<file path="src/rtl/lsc_pkg.sv">
// Package for the line sensor centroid block: field widths, reset values,
// payload structs, register and status codes. Depends on nothing.
`timescale 1ns / 1ps

package lsc_pkg;

    // Field widths fixed by the interface
    localparam int SAMPLE_BITS  = 12;
    localparam int START_BITS   = 7;
    localparam int LIMIT_BITS   = 20;
    localparam int POS_BITS     = 7;
    localparam int TOTAL_BITS   = 19;

    // Default geometry and queue sizing
    localparam int PIXEL_COUNT_DEFAULT = 128;
    localparam int QUEUE_DEPTH_DEFAULT = 2;

    // Register reset values
    localparam logic [SAMPLE_BITS-1:0] THRESHOLD_RESET   = 12'd275;
    localparam logic [START_BITS-1:0]  START_INDEX_RESET = 7'd4;
    localparam logic [LIMIT_BITS-1:0]  END_LIMIT_RESET   = 20'd25000;

    // Saturation limits of the result fields
    localparam logic [POS_BITS-1:0]   POS_MAX   = 7'd127;
    localparam logic [TOTAL_BITS-1:0] TOTAL_MAX = 19'h7FFFF;

    // Configuration register indexes
    typedef enum logic [1:0] {
        REG_THRESHOLD   = 2'd0,
        REG_START_INDEX = 2'd1,
        REG_END_LIMIT   = 2'd2
    } reg_index_t;

    // Result status codes
    typedef enum logic [1:0] {
        STATUS_LINE = 2'd0,
        STATUS_NONE = 2'd1,
        STATUS_END  = 2'd2
    } status_t;

    // Back end sequencer states
    typedef enum logic [1:0] {
        BK_IDLE,
        BK_DIVIDE,
        BK_EMIT
    } back_state_t;

    typedef struct packed {
        logic [SAMPLE_BITS-1:0] pixel_value;
        logic                   frame_last;
    } pixel_t;

    typedef struct packed {
        status_t                status;
        logic [POS_BITS-1:0]    line_position;
        logic [TOTAL_BITS-1:0]  intensity_total;
    } result_t;

    typedef struct packed {
        logic [SAMPLE_BITS-1:0] threshold;
        logic [START_BITS-1:0]  start_index;
        logic [LIMIT_BITS-1:0]  end_limit;
    } cfg_t;

endpackage

</file>
<file path="src/rtl/lsc_fifo.sv">
// Small register queue with show-ahead read, used between the front and
// back parts and on the result side. Depends on lsc_pkg for the default depth.
`timescale 1ns / 1ps

module lsc_fifo #(
    parameter int WIDTH = 8,
    parameter int DEPTH = lsc_pkg::QUEUE_DEPTH_DEFAULT
) (
    input  logic             clk,
    input  logic             rst_n,
    input  logic             push,
    input  logic [WIDTH-1:0] wdata,
    output logic             full,
    input  logic             pop,
    output logic [WIDTH-1:0] rdata,
    output logic             empty
);

    localparam int PTR_W = (DEPTH > 1) ? $clog2(DEPTH) : 1;
    localparam int CNT_W = $clog2(DEPTH + 1);

    logic [WIDTH-1:0] store_reg [DEPTH];
    logic [PTR_W-1:0] wr_ptr_reg;
    logic [PTR_W-1:0] wr_ptr_next;
    logic [PTR_W-1:0] rd_ptr_reg;
    logic [PTR_W-1:0] rd_ptr_next;
    logic [CNT_W-1:0] count_reg;
    logic [CNT_W-1:0] count_next;
    logic             do_push;
    logic             do_pop;

    assign full    = (count_reg == CNT_W'(DEPTH));
    assign empty   = (count_reg == '0);
    assign do_push = push && !full;
    assign do_pop  = pop && !empty;
    assign rdata   = store_reg[rd_ptr_reg];

    // Pointer wrap and occupancy
    always_comb
    begin
        wr_ptr_next = wr_ptr_reg;
        rd_ptr_next = rd_ptr_reg;
        count_next  = count_reg;
        if (do_push)
        begin
            wr_ptr_next = (wr_ptr_reg == PTR_W'(DEPTH - 1)) ? '0 : wr_ptr_reg + 1'b1;
        end
        if (do_pop)
        begin
            rd_ptr_next = (rd_ptr_reg == PTR_W'(DEPTH - 1)) ? '0 : rd_ptr_reg + 1'b1;
        end
        if (do_push && !do_pop)
        begin
            count_next = count_reg + 1'b1;
        end
        else if (do_pop && !do_push)
        begin
            count_next = count_reg - 1'b1;
        end
    end

    // Control registers
    always_ff @(posedge clk or negedge rst_n)
    begin
        if (!rst_n)
        begin
            wr_ptr_reg <= '0;
            rd_ptr_reg <= '0;
            count_reg  <= '0;
        end
        else
        begin
            wr_ptr_reg <= wr_ptr_next;
            rd_ptr_reg <= rd_ptr_next;
            count_reg  <= count_next;
        end
    end

    // Entry storage
    always_ff @(posedge clk)
    begin
        if (do_push)
        begin
            store_reg[wr_ptr_reg] <= wdata;
        end
    end

endmodule

</file>
<file path="src/rtl/lsc_front.sv">
// Front part: numbers pixels, applies start index and threshold, and keeps
// the frame accumulators; hands a frame record on at the last pixel. Uses lsc_pkg.
`timescale 1ns / 1ps

module lsc_front #(
    parameter int PIXEL_COUNT = lsc_pkg::PIXEL_COUNT_DEFAULT,
    parameter int REC_W       = 1
) (
    input  logic               clk,
    input  logic               rst_n,
    input  lsc_pkg::cfg_t      cfg,
    input  logic               accept,
    input  lsc_pkg::pixel_t    pixel,
    output logic               rec_push,
    output logic [REC_W-1:0]   rec_data
);

    import lsc_pkg::*;

    localparam int IDX_W  = $clog2(PIXEL_COUNT + 1);
    localparam int INT_W  = SAMPLE_BITS + $clog2(PIXEL_COUNT);
    localparam int WGT_W  = SAMPLE_BITS + 2 * $clog2(PIXEL_COUNT);
    localparam int PROD_W = SAMPLE_BITS + IDX_W;
    localparam int CMP_W  = (IDX_W > START_BITS) ? IDX_W : START_BITS;

    logic [IDX_W-1:0]       idx_reg;
    logic [IDX_W-1:0]       idx_next;
    logic [INT_W-1:0]       int_reg;
    logic [INT_W-1:0]       int_next;
    logic [WGT_W-1:0]       wgt_reg;
    logic [WGT_W-1:0]       wgt_next;
    logic                   det_reg;
    logic                   det_next;
    logic                   in_frame;
    logic                   use_pixel;
    logic [SAMPLE_BITS-1:0] level;
    logic [PROD_W-1:0]      product;

    // Position window and thresholded level
    assign in_frame  = (idx_reg < IDX_W'(PIXEL_COUNT));
    assign use_pixel = in_frame && (CMP_W'(idx_reg) >= CMP_W'(cfg.start_index));
    assign level     = (pixel.pixel_value > cfg.threshold) ?
                       (pixel.pixel_value - cfg.threshold) : '0;
    assign product   = PROD_W'(level) * PROD_W'(idx_reg);

    // Accumulator update including the current pixel
    always_comb
    begin
        int_next = int_reg;
        wgt_next = wgt_reg;
        det_next = det_reg;
        idx_next = idx_reg;
        if (use_pixel)
        begin
            int_next = int_reg + INT_W'(level);
            wgt_next = wgt_reg + WGT_W'(product);
            det_next = det_reg || (level != '0);
        end
        if (in_frame)
        begin
            idx_next = idx_reg + 1'b1;
        end
    end

    // The record carries the sums with the last pixel already folded in
    assign rec_push = accept && pixel.frame_last;
    assign rec_data = {det_next, int_next, wgt_next};

    always_ff @(posedge clk or negedge rst_n)
    begin
        if (!rst_n)
        begin
            idx_reg <= '0;
            int_reg <= '0;
            wgt_reg <= '0;
            det_reg <= 1'b0;
        end
        else if (accept)
        begin
            if (pixel.frame_last)
            begin
                idx_reg <= '0;
                int_reg <= '0;
                wgt_reg <= '0;
                det_reg <= 1'b0;
            end
            else
            begin
                idx_reg <= idx_next;
                int_reg <= int_next;
                wgt_reg <= wgt_next;
                det_reg <= det_next;
            end
        end
    end

endmodule

</file>
<file path="src/rtl/lsc_back.sv">
// Back part: classifies each frame record, runs a one-bit-per-cycle restoring
// divider for the centroid and forms the result. Uses lsc_pkg.
`timescale 1ns / 1ps

module lsc_back #(
    parameter int PIXEL_COUNT = lsc_pkg::PIXEL_COUNT_DEFAULT,
    parameter int REC_W       = 1
) (
    input  logic                 clk,
    input  logic                 rst_n,
    input  lsc_pkg::cfg_t        cfg,
    input  logic                 rec_empty,
    input  logic [REC_W-1:0]     rec_data,
    output logic                 rec_pop,
    input  logic                 res_full,
    output logic                 res_push,
    output lsc_pkg::result_t     res_data
);

    import lsc_pkg::*;

    localparam int INT_W  = SAMPLE_BITS + $clog2(PIXEL_COUNT);
    localparam int WGT_W  = SAMPLE_BITS + 2 * $clog2(PIXEL_COUNT);
    localparam int Q_W    = $clog2(PIXEL_COUNT);
    localparam int STEP_W = $clog2(Q_W);
    localparam int DEN_W  = INT_W + Q_W - 1;
    localparam int DC_W   = (DEN_W > WGT_W) ? DEN_W : WGT_W;
    localparam int LIM_W  = (INT_W > LIMIT_BITS) ? INT_W : LIMIT_BITS;
    localparam int TX_W   = (INT_W > TOTAL_BITS) ? INT_W : TOTAL_BITS;
    localparam int QX_W   = (Q_W > POS_BITS) ? Q_W : POS_BITS;

    back_state_t       state_reg;
    back_state_t       state_next;
    status_t           status_reg;
    status_t           status_next;
    logic [WGT_W-1:0]  rem_reg;
    logic [WGT_W-1:0]  rem_next;
    logic [DEN_W-1:0]  den_reg;
    logic [DEN_W-1:0]  den_next;
    logic [Q_W-1:0]    quo_reg;
    logic [Q_W-1:0]    quo_next;
    logic [STEP_W-1:0] step_reg;
    logic [STEP_W-1:0] step_next;
    logic [INT_W-1:0]  int_reg;
    logic [INT_W-1:0]  int_next;

    logic              rec_det;
    logic [INT_W-1:0]  rec_int;
    logic [WGT_W-1:0]  rec_wgt;
    logic              over_limit;
    logic              fits;
    logic [QX_W-1:0]   quo_ext;
    logic [TX_W-1:0]   int_ext;

    assign {rec_det, rec_int, rec_wgt} = rec_data;
    assign over_limit = (LIM_W'(rec_int) > LIM_W'(cfg.end_limit));
    assign fits       = (DC_W'(rem_reg) >= DC_W'(den_reg));
    assign quo_ext    = QX_W'(quo_reg);
    assign int_ext    = TX_W'(int_reg);

    // Result fields with saturation
    always_comb
    begin
        res_data.status          = status_reg;
        res_data.line_position   = '0;
        res_data.intensity_total = (int_ext > TX_W'(TOTAL_MAX)) ?
                                   TOTAL_MAX : int_ext[TOTAL_BITS-1:0];
        if (status_reg == STATUS_LINE)
        begin
            res_data.line_position = (quo_ext > QX_W'(POS_MAX)) ?
                                     POS_MAX : quo_ext[POS_BITS-1:0];
        end
    end

    // Sequencer: take a record, divide if needed, deliver the result
    always_comb
    begin
        state_next  = state_reg;
        status_next = status_reg;
        rem_next    = rem_reg;
        den_next    = den_reg;
        quo_next    = quo_reg;
        step_next   = step_reg;
        int_next    = int_reg;
        rec_pop     = 1'b0;
        res_push    = 1'b0;
        unique case (state_reg)
            BK_IDLE:
            begin
                if (!rec_empty)
                begin
                    rec_pop   = 1'b1;
                    int_next  = rec_int;
                    rem_next  = rec_wgt;
                    den_next  = DEN_W'(rec_int) << (Q_W - 1);
                    quo_next  = '0;
                    step_next = STEP_W'(Q_W - 1);
                    if (over_limit)
                    begin
                        status_next = STATUS_END;
                        state_next  = BK_EMIT;
                    end
                    else if (!rec_det || (rec_int == '0))
                    begin
                        status_next = STATUS_NONE;
                        state_next  = BK_EMIT;
                    end
                    else
                    begin
                        status_next = STATUS_LINE;
                        state_next  = BK_DIVIDE;
                    end
                end
            end
            BK_DIVIDE:
            begin
                if (fits)
                begin
                    rem_next = rem_reg - WGT_W'(den_reg);
                end
                quo_next  = {quo_reg[Q_W-2:0], fits};
                den_next  = den_reg >> 1;
                step_next = step_reg - 1'b1;
                if (step_reg == '0)
                begin
                    state_next = BK_EMIT;
                end
            end
            BK_EMIT:
            begin
                if (!res_full)
                begin
                    res_push   = 1'b1;
                    state_next = BK_IDLE;
                end
            end
            default:
            begin
                state_next = BK_IDLE;
            end
        endcase
    end

    // State register
    always_ff @(posedge clk or negedge rst_n)
    begin
        if (!rst_n)
        begin
            state_reg <= BK_IDLE;
        end
        else
        begin
            state_reg <= state_next;
        end
    end

    // Datapath registers
    always_ff @(posedge clk)
    begin
        status_reg <= status_next;
        rem_reg    <= rem_next;
        den_reg    <= den_next;
        quo_reg    <= quo_next;
        step_reg   <= step_next;
        int_reg    <= int_next;
    end

endmodule

</file>
<file path="src/rtl/line_sensor_centroid_core.sv">
// Line sensor centroid core: one pixel transaction per cycle is accepted while the frame
// queue has room. The back part classifies each frame record taken from the frame queue,
// runs its bit-serial divider when a centroid has to be formed, and pushes the result
// into the result queue once that has room; it takes a new frame only after the result
// of the last one has been pushed.
// Reset (asynchronous, active low) empties both queues, clears the frame
// accumulators and loads the register reset values.
`timescale 1ns / 1ps

module line_sensor_centroid_core #(
    parameter int PIXEL_COUNT = lsc_pkg::PIXEL_COUNT_DEFAULT,
    parameter int QUEUE_DEPTH = lsc_pkg::QUEUE_DEPTH_DEFAULT
) (
    input  logic                clk,
    input  logic                rst_n,
    // Pixel queue side
    input  logic                push,
    output logic                full,
    input  lsc_pkg::pixel_t     pixel,
    // Result queue side
    output logic                empty,
    input  logic                pop,
    output lsc_pkg::result_t    result,
    // Register port
    input  logic                psel,
    input  logic                penable,
    input  logic                pwrite,
    input  logic [3:0]          paddr,
    input  logic [31:0]         pwdata,
    output logic [31:0]         prdata,
    output logic                pready
);

    import lsc_pkg::*;

    localparam int INT_W = SAMPLE_BITS + $clog2(PIXEL_COUNT);
    localparam int WGT_W = SAMPLE_BITS + 2 * $clog2(PIXEL_COUNT);
    localparam int REC_W = 1 + INT_W + WGT_W;
    localparam int RES_W = $bits(result_t);

    cfg_t             cfg_reg;
    cfg_t             cfg_next;
    reg_index_t       reg_sel;
    logic             cfg_write;
    logic             accept;
    logic             rec_push;
    logic [REC_W-1:0] rec_wdata;
    logic [REC_W-1:0] rec_rdata;
    logic             rec_full;
    logic             rec_empty;
    logic             rec_pop;
    logic             res_full;
    logic             res_push;
    result_t          res_wdata;
    logic [RES_W-1:0] res_rdata;

    // Register port decode
    assign pready    = 1'b1;
    assign reg_sel   = reg_index_t'(paddr[3:2]);
    assign cfg_write = psel && penable && pwrite && pready;

    always_comb
    begin
        cfg_next = cfg_reg;
        prdata   = '0;
        unique case (reg_sel)
            REG_THRESHOLD:
            begin
                prdata = 32'(cfg_reg.threshold);
                if (cfg_write)
                begin
                    cfg_next.threshold = pwdata[SAMPLE_BITS-1:0];
                end
            end
            REG_START_INDEX:
            begin
                prdata = 32'(cfg_reg.start_index);
                if (cfg_write)
                begin
                    cfg_next.start_index = pwdata[START_BITS-1:0];
                end
            end
            REG_END_LIMIT:
            begin
                prdata = 32'(cfg_reg.end_limit);
                if (cfg_write)
                begin
                    cfg_next.end_limit = pwdata[LIMIT_BITS-1:0];
                end
            end
            default:
            begin
                prdata = '0;
            end
        endcase
    end

    always_ff @(posedge clk or negedge rst_n)
    begin
        if (!rst_n)
        begin
            cfg_reg.threshold   <= THRESHOLD_RESET;
            cfg_reg.start_index <= START_INDEX_RESET;
            cfg_reg.end_limit   <= END_LIMIT_RESET;
        end
        else
        begin
            cfg_reg <= cfg_next;
        end
    end

    // Pixel transactions are held off only while the frame queue is full
    assign full   = rec_full;
    assign accept = push && !full;

    lsc_front #(
        .PIXEL_COUNT (PIXEL_COUNT),
        .REC_W       (REC_W)
    ) u_front (
        .clk      (clk),
        .rst_n    (rst_n),
        .cfg      (cfg_reg),
        .accept   (accept),
        .pixel    (pixel),
        .rec_push (rec_push),
        .rec_data (rec_wdata)
    );

    // Frame records between front and back
    lsc_fifo #(
        .WIDTH (REC_W),
        .DEPTH (QUEUE_DEPTH)
    ) u_rec_fifo (
        .clk   (clk),
        .rst_n (rst_n),
        .push  (rec_push),
        .wdata (rec_wdata),
        .full  (rec_full),
        .pop   (rec_pop),
        .rdata (rec_rdata),
        .empty (rec_empty)
    );

    lsc_back #(
        .PIXEL_COUNT (PIXEL_COUNT),
        .REC_W       (REC_W)
    ) u_back (
        .clk       (clk),
        .rst_n     (rst_n),
        .cfg       (cfg_reg),
        .rec_empty (rec_empty),
        .rec_data  (rec_rdata),
        .rec_pop   (rec_pop),
        .res_full  (res_full),
        .res_push  (res_push),
        .res_data  (res_wdata)
    );

    // Result queue towards the consumer
    lsc_fifo #(
        .WIDTH (RES_W),
        .DEPTH (QUEUE_DEPTH)
    ) u_res_fifo (
        .clk   (clk),
        .rst_n (rst_n),
        .push  (res_push),
        .wdata (RES_W'(res_wdata)),
        .full  (res_full),
        .pop   (pop),
        .rdata (res_rdata),
        .empty (empty)
    );

    assign result = result_t'(res_rdata);

endmodule

</file>
<file path="config.mk">
export PLATFORM = sky130hd
export DESIGN_NAME = line_sensor_centroid_core
export DESIGN_NICKNAME = d
export VERILOG_FILES = /design/src/rtl/lsc_pkg.sv /design/src/rtl/lsc_fifo.sv /design/src/rtl/lsc_front.sv /design/src/rtl/lsc_back.sv /design/src/rtl/line_sensor_centroid_core.sv
export SDC_FILE = /design/constraint.sdc
export NUM_CORES = 1
export LEC_CHECK = 0
export BUFFER_PORTS_ARGS = -buffer_cell sky130_fd_sc_hd__buf_2
export CORE_UTILIZATION = 30
export CTS_BUF_LIST = sky130_fd_sc_hd__clkbuf_4 sky130_fd_sc_hd__clkbuf_8
export DETAILED_ROUTE_END_ITERATION = 10
export PLACE_DENSITY = 0.46
export SETUP_SLACK_MARGIN = 0.3
export SYNTH_ARGS = -nofsm -noshare
export SYNTH_HDL_FRONTEND = slang
export SYNTH_HIERARCHICAL = 1
export SYNTH_SLANG_ARGS = --single-unit
</file>
<file path="constraint.sdc">
create_clock -name clk -period 10.85 [get_ports clk]
set_clock_uncertainty 0.05 [all_clocks]
set_input_delay 1.085 -clock clk [delete_from_list [all_inputs] [get_ports clk]]
set_output_delay 1.085 -clock clk [all_outputs]
set_load 0.1 [all_outputs]
</file>
==> reports/metrics.csv, run 1 <==
metric,value,unit
async_flop_share,30.9,%
finish.net_count,2328,
status,"complete, no violations",
min_period,7930,ps
via_count,15000,
drv_slew,0,
swShare,46.7,%
synthFlopType,edfxtp_1,
maxSlewHeadroom,25.3,%
max_stage_delay,850,ps
cts_sinks,333,
combPwrFrac,53.1,%
gp_congestion,0.852,
die_y,269,um
drt-total-wl,56800,um
r2r_cells,24,
path_clk_slew,70,ps
cp-start-kind,input port,
worstSetupPathDepth,26,
critPathBufInv,5,
drive_above_1_share,17.5,%
largest_reg_flops,92,
switchingPower,3450,uW
power_frac_seq,29.6,%
die_area,0.0726,mm^2
power_leakage,0.0104,uW
insertion_delay,670,ps
final_util,34.1,%
synth_area,0.0215,mm^2
place_ws,2240,ps
boundaryPins,119,
antenna_found_initial,2,
cts_resized,0,
std_cell_rows,97,
fin_ws,2920,ps
cpMostUsedCell,fa_1,
hp-class,input port to asynchronous set/reset pin,
crit_type,input port to flop,
area_delta_synth_final,12.0,%
syn_avg_cell_area,10.7,um^2
rsz0062_at_grt,false,
die_x,269,um
synth_edf_count,230,
drc_errors,0,
cts_tree,built,
intPower,3940,uW
globalRoute.totalOverflow,0,
critPathMaxFanout,25,
grt_start_max_net_pins,66,
ys_ff_latch,333,
netlist_instances,1997,
final_antenna_net_count,0,
grt_pass1_wl,88500,um
fmax,126,MHz
cts_hold_buf,0,
crit_required,11180,ps
critPathArrivalTime,8260,ps
setup_viol,0,
power_density,308,mW/mm^2
final_cells,3056,
worst_pin_slew,1110,ps
postCtsSetupBuffers,0,
routedWlPerCell,18.6,um
min_period_over_period,73.0,%
maxCapViolations,0,
synth_cell_types,91,
peakVddDrop,0.189,mV
slowest_stage,nor2_1,
cts.path.max_buffers,3,
grtUsageTotal,15.5,%
cp-end-kind,flop,
hpwl,41400,um
setup_tns,0,ps
yosysSeqAreaShare,44.3,%
placed_cells,2947,
pwr-share-clk,17.3,%
start_util,30.5,%
htree_levels,2,
core,0.0704,mm^2
via_per_inst,4.91,
clockRootBuffer,clkbuf_8,
hold_viol,0,
numCtsBuffers,57,
yosysWarnings,6,
grt_pass1_vias,15300,
drt_iter0_drc,816,
portBuffers,91,
path_delay_family,adder cells,
dr.pass1.iters,5,
cell type report:
type                    count  area, um^2
diodes                      1        2.50
clock buffers              92        1070
clock inverters            16         218
fillers                  7218       46400
inverters                 216         811
multi-input cells        1344       10600
flip-flops and latches    333        9500
well taps                 940        1180
repair buffers            114         631
kinds of logic after synthesis:
family | after synthesis | share of synthesized area, %
buf+inv | 331 | 6.56
xor+xnor | 60 | 2.45
other cells | 2 | 0.0350
simple gates | 549 | 12.6
mux | 128 | 7.45
flops | 333 | 44.3
fa+ha+maj | 206 | 14.8
compound gates | 388 | 11.8
power by group through the flow:
stage	clock network (uW)	registers, uW	logic (uW)
2_1_floorplan	0	2080	3040
3_3_place_gp	0	2200	3900
3_5_place_dp	0	2210	3920
4_1_cts	1320	2190	3950
5_1_grt	1380	2240	4330
6_report	1280	2190	3930
metrics by stage:
stage | power (uW) | hold slack, ps | instance area (um^2)
after global placement | 6090 | 375 | 22700
after detailed placement | 6140 | 384 | 22700
final | 7390 | 396 | 24000
after global routing | 7940 | 410 | 24000
after floorplan | 5120 | 396 | 21500
after CTS | 7470 | 379 | 24000
layout by cell type (no fill, tap or decap), types with 32 or more instances in the layout:
master and n:
edfxtp_1 230, inv_1 216, nand2_1 198, o21ai_0 129, ha_1 125, dfrtp_1 91, nor2_1 90, buf_2 90
fa_1 81, and2_1 78, a21oi_1 77, mux2_2 63, clkbuf_8 60, mux2_4 47, nor3_1 36, xnor2_1 35
clkbuf_4 32
path summary, 6_finish.rpt:
path / to / slack (ps) / from
max in group asynchronous: u_rec_fifo/rd_ptr_reg / 8950 / rst_n
worst max register to register: u_rec_fifo/store_reg[0][21] / 3090 / cfg_reg[27]
worst max-delay path: u_rec_fifo/store_reg[0][21] / 2920 / pixel[1]
worst min register to register: u_res_fifo/store_reg[0][10] / 400 / u_back/int_ext[10]
min in group clk: u_res_fifo/store_reg[0][10] / 400 / u_back/int_ext[10]
worst min-delay path: u_front/wgt_reg[6] / 400 / rst_n
Yosys cell counts (all sizes together), types with 10 or more instances:
library cell,n,area (um^2)
a21o,24,181
a22o,14,123
nor3b,10,80.1
nor2,95,362
ha,125,1560
mux2i,15,150
a21oi,77,385
a211oi,10,80.1
dfrtp,92,2300
nand3,31,165
edfxtp,230,6910
o21ai,134,671
a31oi,15,93.8
nor3,39,210
fa,81,1620
dfstp,11,289
buf,48,342
mux2,113,1450
nor2b,15,93.8
xor2,25,219
nand2b,12,75.1
nand4,18,113
nand2,199,749
o211ai,12,90.1
xnor2,35,307
and3,15,93.8
and2,78,488
clkbuf,67,255
inv,216,811
routing by layer:
layer | share of wire [%] | vias to the layer above | global-route usage [%] | wire length, um
met3 | 3.5 | 102 | 2.24 | 2010
met1 | 48 | 7472 | 21.7 | 27400
li1 | - | 7119 | - | -
met2 | 45 | 310 | 24.5 | 25700
met5 | 0 | - | 0 | 0
met4 | 2.9 | 0 | 5.11 | 1670
worst register-to-register path: cells and delay by family, from the launching register on:
| kind | cells | cell delay [ps] |
|---|---|---|
| AOI/OAI and AO/OA | 7 | 2220 |
| adders and majority gates | 7 | 2860 |
| and+or+nand+nor | 7 | 1780 |
| buffers and inverters | 3 | 160 |
| DFF | 1 | 400 |
Power figures use the tool's default switching activity.
==> run 2, diff against run 1 <==
clock period = 7.73 ns   (was 10.85 ns; I/O delays follow)
==> run 2 against run 1 <==
Cell count grew 0.79%. Largest power group unchanged. Total power rose by 41%. Critical path depth unchanged. Worst setup slack worse by 2300 ps. Sequential share of layout area down 0.30 points. Highest routed layer unchanged. Largest cell class unchanged. Flip-flop and latch count unchanged.
==> reports/metrics.csv, run 2 (same netlist as run 1, synthesis figures left out) <==
metric,value,unit,change
fmax,141,MHz,
globalRoute.totalOverflow,0,,unchanged
drt-total-wl,57300,um,+0.95%
startpoint,cfg_reg[27],,
maxSlewHeadroom,22.4,%,-2.8 points
numCtsBuffers,59,,+3.5%
routedWlPerCell,18.6,um,+0.16%
grt_pass1_wl,89500,um,+1.1%
boundaryPins,119,,unchanged
clockRootBuffer,clkbuf_8,,
drc_errors,0,,unchanged
min_period_over_period,91.4,%,
finish.net_count,2353,,+1.1%
min_period,7070,ps,
critPathMaxFanout,4,,-84%
worst_pin_slew,1160,ps,+42.3 ps
place_ws,103,ps,-2130 ps
cts.path.max_buffers,3,,unchanged
insertion_delay,700,ps,+30 ps
critPathArrivalTime,7420,ps,-840 ps
grt_use_met2,25.0,%,+0.46 points
die_area,0.0726,mm^2,unchanged
die_y,269,um,unchanged
grt_pass1_vias,15400,,+0.78%
start_util,30.5,%,unchanged
cts_tree,built,,
gp_congestion,0.849,,-0.32%
area_delta_synth_final,12.9,%,
cp-end-kind,flop,,
whs,151,ps,-245 ps
rsz0062_at_grt,false,,
die_x,269,um,unchanged
use_met3,2.30,%,+0.062 points
largest_reg_flops,92,,unchanged
hold_viol,0,,unchanged
crit_type,flop to flop,,
cts_sinks,333,,unchanged
cts_resized,0,,unchanged
std_cell_rows,97,,unchanged
htree_levels,2,,unchanged
path_clk_slew,60,ps,about the same
setup_viol,0,,unchanged
final_antenna_net_count,0,,unchanged
grt_use_met1,22.0,%,+0.28 points
status,"complete, no violations",,
via_per_inst,4.84,,-1.4%
power_density,430,mW/mm^2,+40%
via_count,14900,,-0.64%
power_leakage,0.0105,uW,+0.79%
maxCapViolations,0,,unchanged
drt_iter0_drc,944,,+16%
peakVddDrop,0.245,mV,+30%
fin_ws,662,ps,-2260 ps
portBuffers,91,,unchanged
design_area,0.0242,mm^2,+0.77%
drive_above_1_share,18.2,%,+0.70 points
cp-start-kind,flop,,
setup_tns,0,ps,unchanged
grtUsageTotal,15.7,%,+0.19 points
dr.pass1.iters,6,,+1
r2r_start,cfg_reg[27],,
mostFrequentLayoutCell,edfxtp_1,,
drv_slew,0,,unchanged
hpwl,40900,um,-1.2%
grt_start_max_net_pins,98,,+48%
postCtsSetupBuffers,0,,unchanged
layout_common_cells,"edfxtp_1 (230), inv_1 (216), nand2_1 (197)",,
antenna_found_initial,2,,unchanged
cts_hold_buf,0,,unchanged
crit_required,8090,ps,-3090 ps
core,0.0704,mm^2,unchanged
placed_area,0.0229,mm^2,+0.87%
hp-class,input port to asynchronous set/reset pin,,
gr-max-usage-layer,met2,,
run 2: changes by cell type in the layout (fill, tap and decap cells not counted), sizes merged:
| cell | change |
|---|---|
| clkbuf | -14 |
| clkinvlp | +1 |
| bufinv | -2 |
| buf | +23 |
| clkinv | +15 |
| diode | +1 |
run 2: power by group:
part,total (uW),switching (uW),internal [uW]
Clock,1690,791,894
Sequential,3050,319,2730
Combinational,5680,3790,1890
Total,10400,4900,5510
run 2: final timing paths:
check	cells past startpoint	endpoint	slack, ps
worst max-delay path	26	u_rec_fifo/store_reg[0][21]	660
worst min-delay path	1	u_front/wgt_reg[8]	150
worst max register to register	26	u_rec_fifo/store_reg[0][21]	660
worst min register to register	0	u_res_fifo/store_reg[1][16]	400
max in group asynchronous	2	cfg_reg[37]	6200
min in group clk	2	cfg_reg[18]	250
run 2: worst max-delay path, cell delays in order, from the launching register on:
cell and delay [ps]:
dfstp_2 400, ha_1 210, fa_1 410, nand2b_1 170
a21oi_1 210, nand2_1 130, a21bo_1 290, or4_1 620
nand2_2 150, nand2_1 80, fa_1 530, inv_1 60
fa_1 470, fa_1 500, inv_1 60, fa_1 520
inv_1 40, ha_1 220, a21o_1 180, a21oi_1 240
a2bb2oi_2 190, nand2_1 110, a221oi_1 280, a21boi_0 150
o311ai_0 310, buf_4 170, nand2_1 60
run 2: stage by stage:
stage          power [uW]  util, %  std cells
2_1_floorplan        7190        -       2008
3_3_place_gp         8660     32.6       2970
3_5_place_dp         8720     32.6       2970
4_1_cts             10500     34.3       3078
5_1_grt             11200     34.4       3079
6_report            10400     34.4       3080
run 2: final cells by class:
cell class / instances / area (um^2)
timing repair buffer: 137 / 828
sequential: 333 / 9500
multi-input combinational: 1344 / 10700
fill: 7244 / 46200
antenna: 2 / 5.00
clock inverter: 30 / 226
clock buffer: 78 / 967
inverter: 216 / 811
tap: 940 / 1180
run 2: per-layer routing:
metal / share of wire [%] / up-vias
li1: - / 7165
met1: 49 / 7391
met2: 45 / 256
met3: 3.4 / 95
met4: 2.3 / 0
met5: 0 / -
==> run 3, diff against run 2 <==
PLACE_DENSITY = 0.48   (was 0.46)
SYNTH_HIERARCHICAL = default   (was 1)
clock period = 6.5 ns   (was 7.73 ns; I/O delays follow)
==> run 3 against run 2 <==
The run now ends with negative setup slack left. Worst hold slack improved by 7.8 ps. Global-route usage fell by 0.050 points. Utilization rose by 2.8 points. Highest routed layer unchanged. Flip-flop and latch count did not move. Combinational power rose by 19%. Sequential share of layout area fell by 2.1 points. Worst setup slack got worse by 840 ps. Synthesized cell count fell by 1.4%. Design area rose by 5.6%. Cell count rose by 3.1%. Via count rose by 0.75%.
==> reports/metrics.csv, run 3 <==
metric,value,unit,change
status,"finished, violations left",,
violations,negative setup slack,,
htree_levels,2,,unchanged
std_cell_rows,96,,-1.0%
numCtsBuffers,59,,unchanged
diodes,0,,-2
synth_area,0.0209,mm^2,-2.8%
core,0.0687,mm^2,-2.4%
mostFrequentLayoutCell,edfxtp_1,,
drc_errors,0,,unchanged
drive_above_1_share,26.8,%,+8.6 points
globalRoute.totalOverflow,0,,unchanged
die_area,0.0706,mm^2,-2.8%
worst_pin_slew,1070,ps,-83.7 ps
cpMostUsedCell,fa_1,,
fillers,6913,,-4.6%
synth_top_area_share,33.1,%,+0.93 points
hp-class,input port to flop,,
rrSetupSlack,-180,ps,-840 ps
cts_tree,built,,
power_density,485,mW/mm^2,+13%
grt_pass1_wl,86600,um,-3.3%
muxShareOfSynthArea,5.50,%,-2.0 points
routedWlPerCell,17.4,um,-6.4%
rsz0062_at_grt,true,,
synth_edf_count,230,,unchanged
synthFlopType,edfxtp_1,,
yosys.area_share.simple,12.6,%,+0.051 points
synth_compound_area_share,11.7,%,-0.068 points
synth_top_area_cell,edfxtp_1,,
async_flop_share,30.9,%,unchanged
insertion_delay,680,ps,-20 ps
yosysMostFrequentCell,edfxtp_1,,
yosysWarnings,0,,-6
cp-start-kind,flop,,
path_clk_slew,60,ps,about the same
die_x,266,um,-1.4%
portBuffers,91,,unchanged
via_per_inst,4.73,,-2.3%
fmax,150,MHz,+5.8%
boundaryPins,119,,unchanged
critPathMaxFanout,6,,+2
critPathArrivalTime,7180,ps,-240 ps
final_antenna_net_count,0,,unchanged
synth_cell_types,76,,-16%
maxSlewHeadroom,28.3,%,+5.8 points
layout_common_cells,"edfxtp_1 (230), inv_1 (211), nand2_1 (158)",,
crit_type,flop to flop,,
synth_xor_area_share,3.02,%,+0.57 points
grt_start_max_net_pins,72,,-27%
grtUsageTotal,15.7,%,-0.050 points
slowest_stage,dfstp_2,,
min_period_over_period,103,%,+11 points
power,12400,uW,+19%
drt_iter0_drc,768,,-19%
whs,159,ps,+7.81 ps
yosysSeqAreaShare,45.5,%,+1.3 points
ys_ff_latch,333,,unchanged
drv_slew,0,,unchanged
gp_congestion,0.812,,-4.3%
grt_pass1_vias,15200,,-1.7%
place_ws,-711,ps,-814 ps
register_area,0.00950,mm^2,unchanged
netlist_instances,1969,,-1.4%
antenna_found_initial,0,,-2
synth_area_leaders,"edfxtp_1 (33%), dfrtp_1 (11%), fa_1 (7.8%)",,
die_y,266,um,-1.4%
crit_required,7000,ps,-1090 ps
synth_common_cells,"edfxtp_1 (230), inv_1 (225), nand2_1 (174)",,
peakVddDrop,0.242,mV,-1.1%
multiInputGateArea,0.0110,mm^2,+2.5%
maxCapViolations,0,,unchanged
fin_ws,-182,ps,-845 ps
cts_sinks,333,,unchanged
cp-end-kind,flop,,
clockRootBuffer,clkbuf_8,,
synth_top_family_by_area,adder cells,,
max_stage_delay,590,ps,-30 ps
syn_avg_cell_area,10.6,um^2,-1.4%
dr.pass1.iters,5,,-1
min_period,6680,ps,-385 ps
synthAdderAreaFrac,15.3,%,+0.43 points
cts.path.max_buffers,3,,unchanged
via_count,15000,,+0.75%
drt-total-wl,55300,um,-3.4%
hpwl,40300,um,-1.5%
largest_reg_flops,92,,unchanged
power_leakage,0.0111,uW,+6.0%
area_delta_synth_final,22.7,%,
start_util,30.4,%,-0.13 points
finish.net_count,2460,,+4.5%
setup_viol,17,,+17
final_util,37.2,%,+2.8 points
hold_viol,0,,unchanged
-- run 3: cell types whose count changed after synthesis, sizes merged, moves of 11 or more --
cell and change:
mux2 -52, buf -19, nor2 +16, a21o +14, o21a +13, nand2 -25
clkbuf +11, mux2i +31
-- run 3: cells by family after synthesis --
group,count (synthesis)
AOI/OAI and AO/OA,375
xor gates and xnor gates,72
adders and majority gates,206
buffers and inverters,332
DFF,333
muxes,107
other,2
and+or+nand+nor,542
-- run 3: path summary, 6_finish.rpt --
| check | start | endpoint | cells after the start |
|---|---|---|---|
| worst min register to register | u_back.int_ext[8] | u_res_fifo.store_reg[0][8] | 0 |
| worst max register to register | cfg_reg[27] | u_front.wgt_reg[22] | 27 |
| min in group asynchronous | rst_n | cfg_reg[36] | 2 |
| max in group asynchronous | rst_n | u_rec_fifo.rd_ptr_reg | 3 |
| worst max-delay path | cfg_reg[27] | u_front.wgt_reg[22] | 27 |
| worst min-delay path | pwdata[16] | cfg_reg[16] | 3 |
-- run 3: cell type report --
type | instances | share of cell area (%)
Sequential cell | 333 | 37.1
Multi-Input combinational cell | 1315 | 42.9
Inverter | 225 | 3.33
Timing Repair Buffer | 264 | 7.19
Clock inverter | 23 | 0.734
Tap cell | 931 | 4.55
Clock buffer | 86 | 4.16
-- run 3: critical path: cells and delay by family, from the launching register on --
| family | cells | cell delay (ps) |
|---|---|---|
| muxes | 1 | 180 |
| buffers and inverters | 4 | 400 |
| and+or+nand+nor | 5 | 710 |
| DFF | 1 | 590 |
| adders and majority gates | 7 | 2570 |
| AOI/OAI and AO/OA | 10 | 2070 |
-- run 3: through the flow --
stage | cells | instance area [um^2] | TNS [ps]
floorplan | 1980 | 21100 | -880
CTS | 3162 | 25100 | -2370
global placement | 3045 | 23400 | -24910
finish | 3177 | 25600 | -1660
detailed placement | 3045 | 23400 | -28130
global route | 3177 | 25600 | -10060
-- run 3: timing repair --
| item | 4_1_cts | 5_1_grt |
|---|---|---|
| buffers inserted | 7 | 15 |
| endpoints found under the hold margin | 40 | 0 |
| setup endpoints to repair | 54 | 57 |
| resized for setup | 73 | 89 |
| pin swaps | 52 | 92 |
| hold buffers | 1 | 0 |
-- run 3: metal layers --
layer	routed length [um]	track usage (%)	part of all wire [%]	up-vias
li1	-	-	-	7267
met2	25800	25.4	47	247
met3	1860	2.43	3.4	51
met5	0	0	0	-
met1	26800	22.0	49	7454
met4	787	3.43	1.4	0
-- run 3: where the power goes --
part / total (uW) / internal [uW] / switching, uW
Clock: 2070 / 1140 / 926
Combinational: 6740 / 2570 / 4170
Sequential: 3590 / 3200 / 388
Total: 12400 / 6920 / 5480
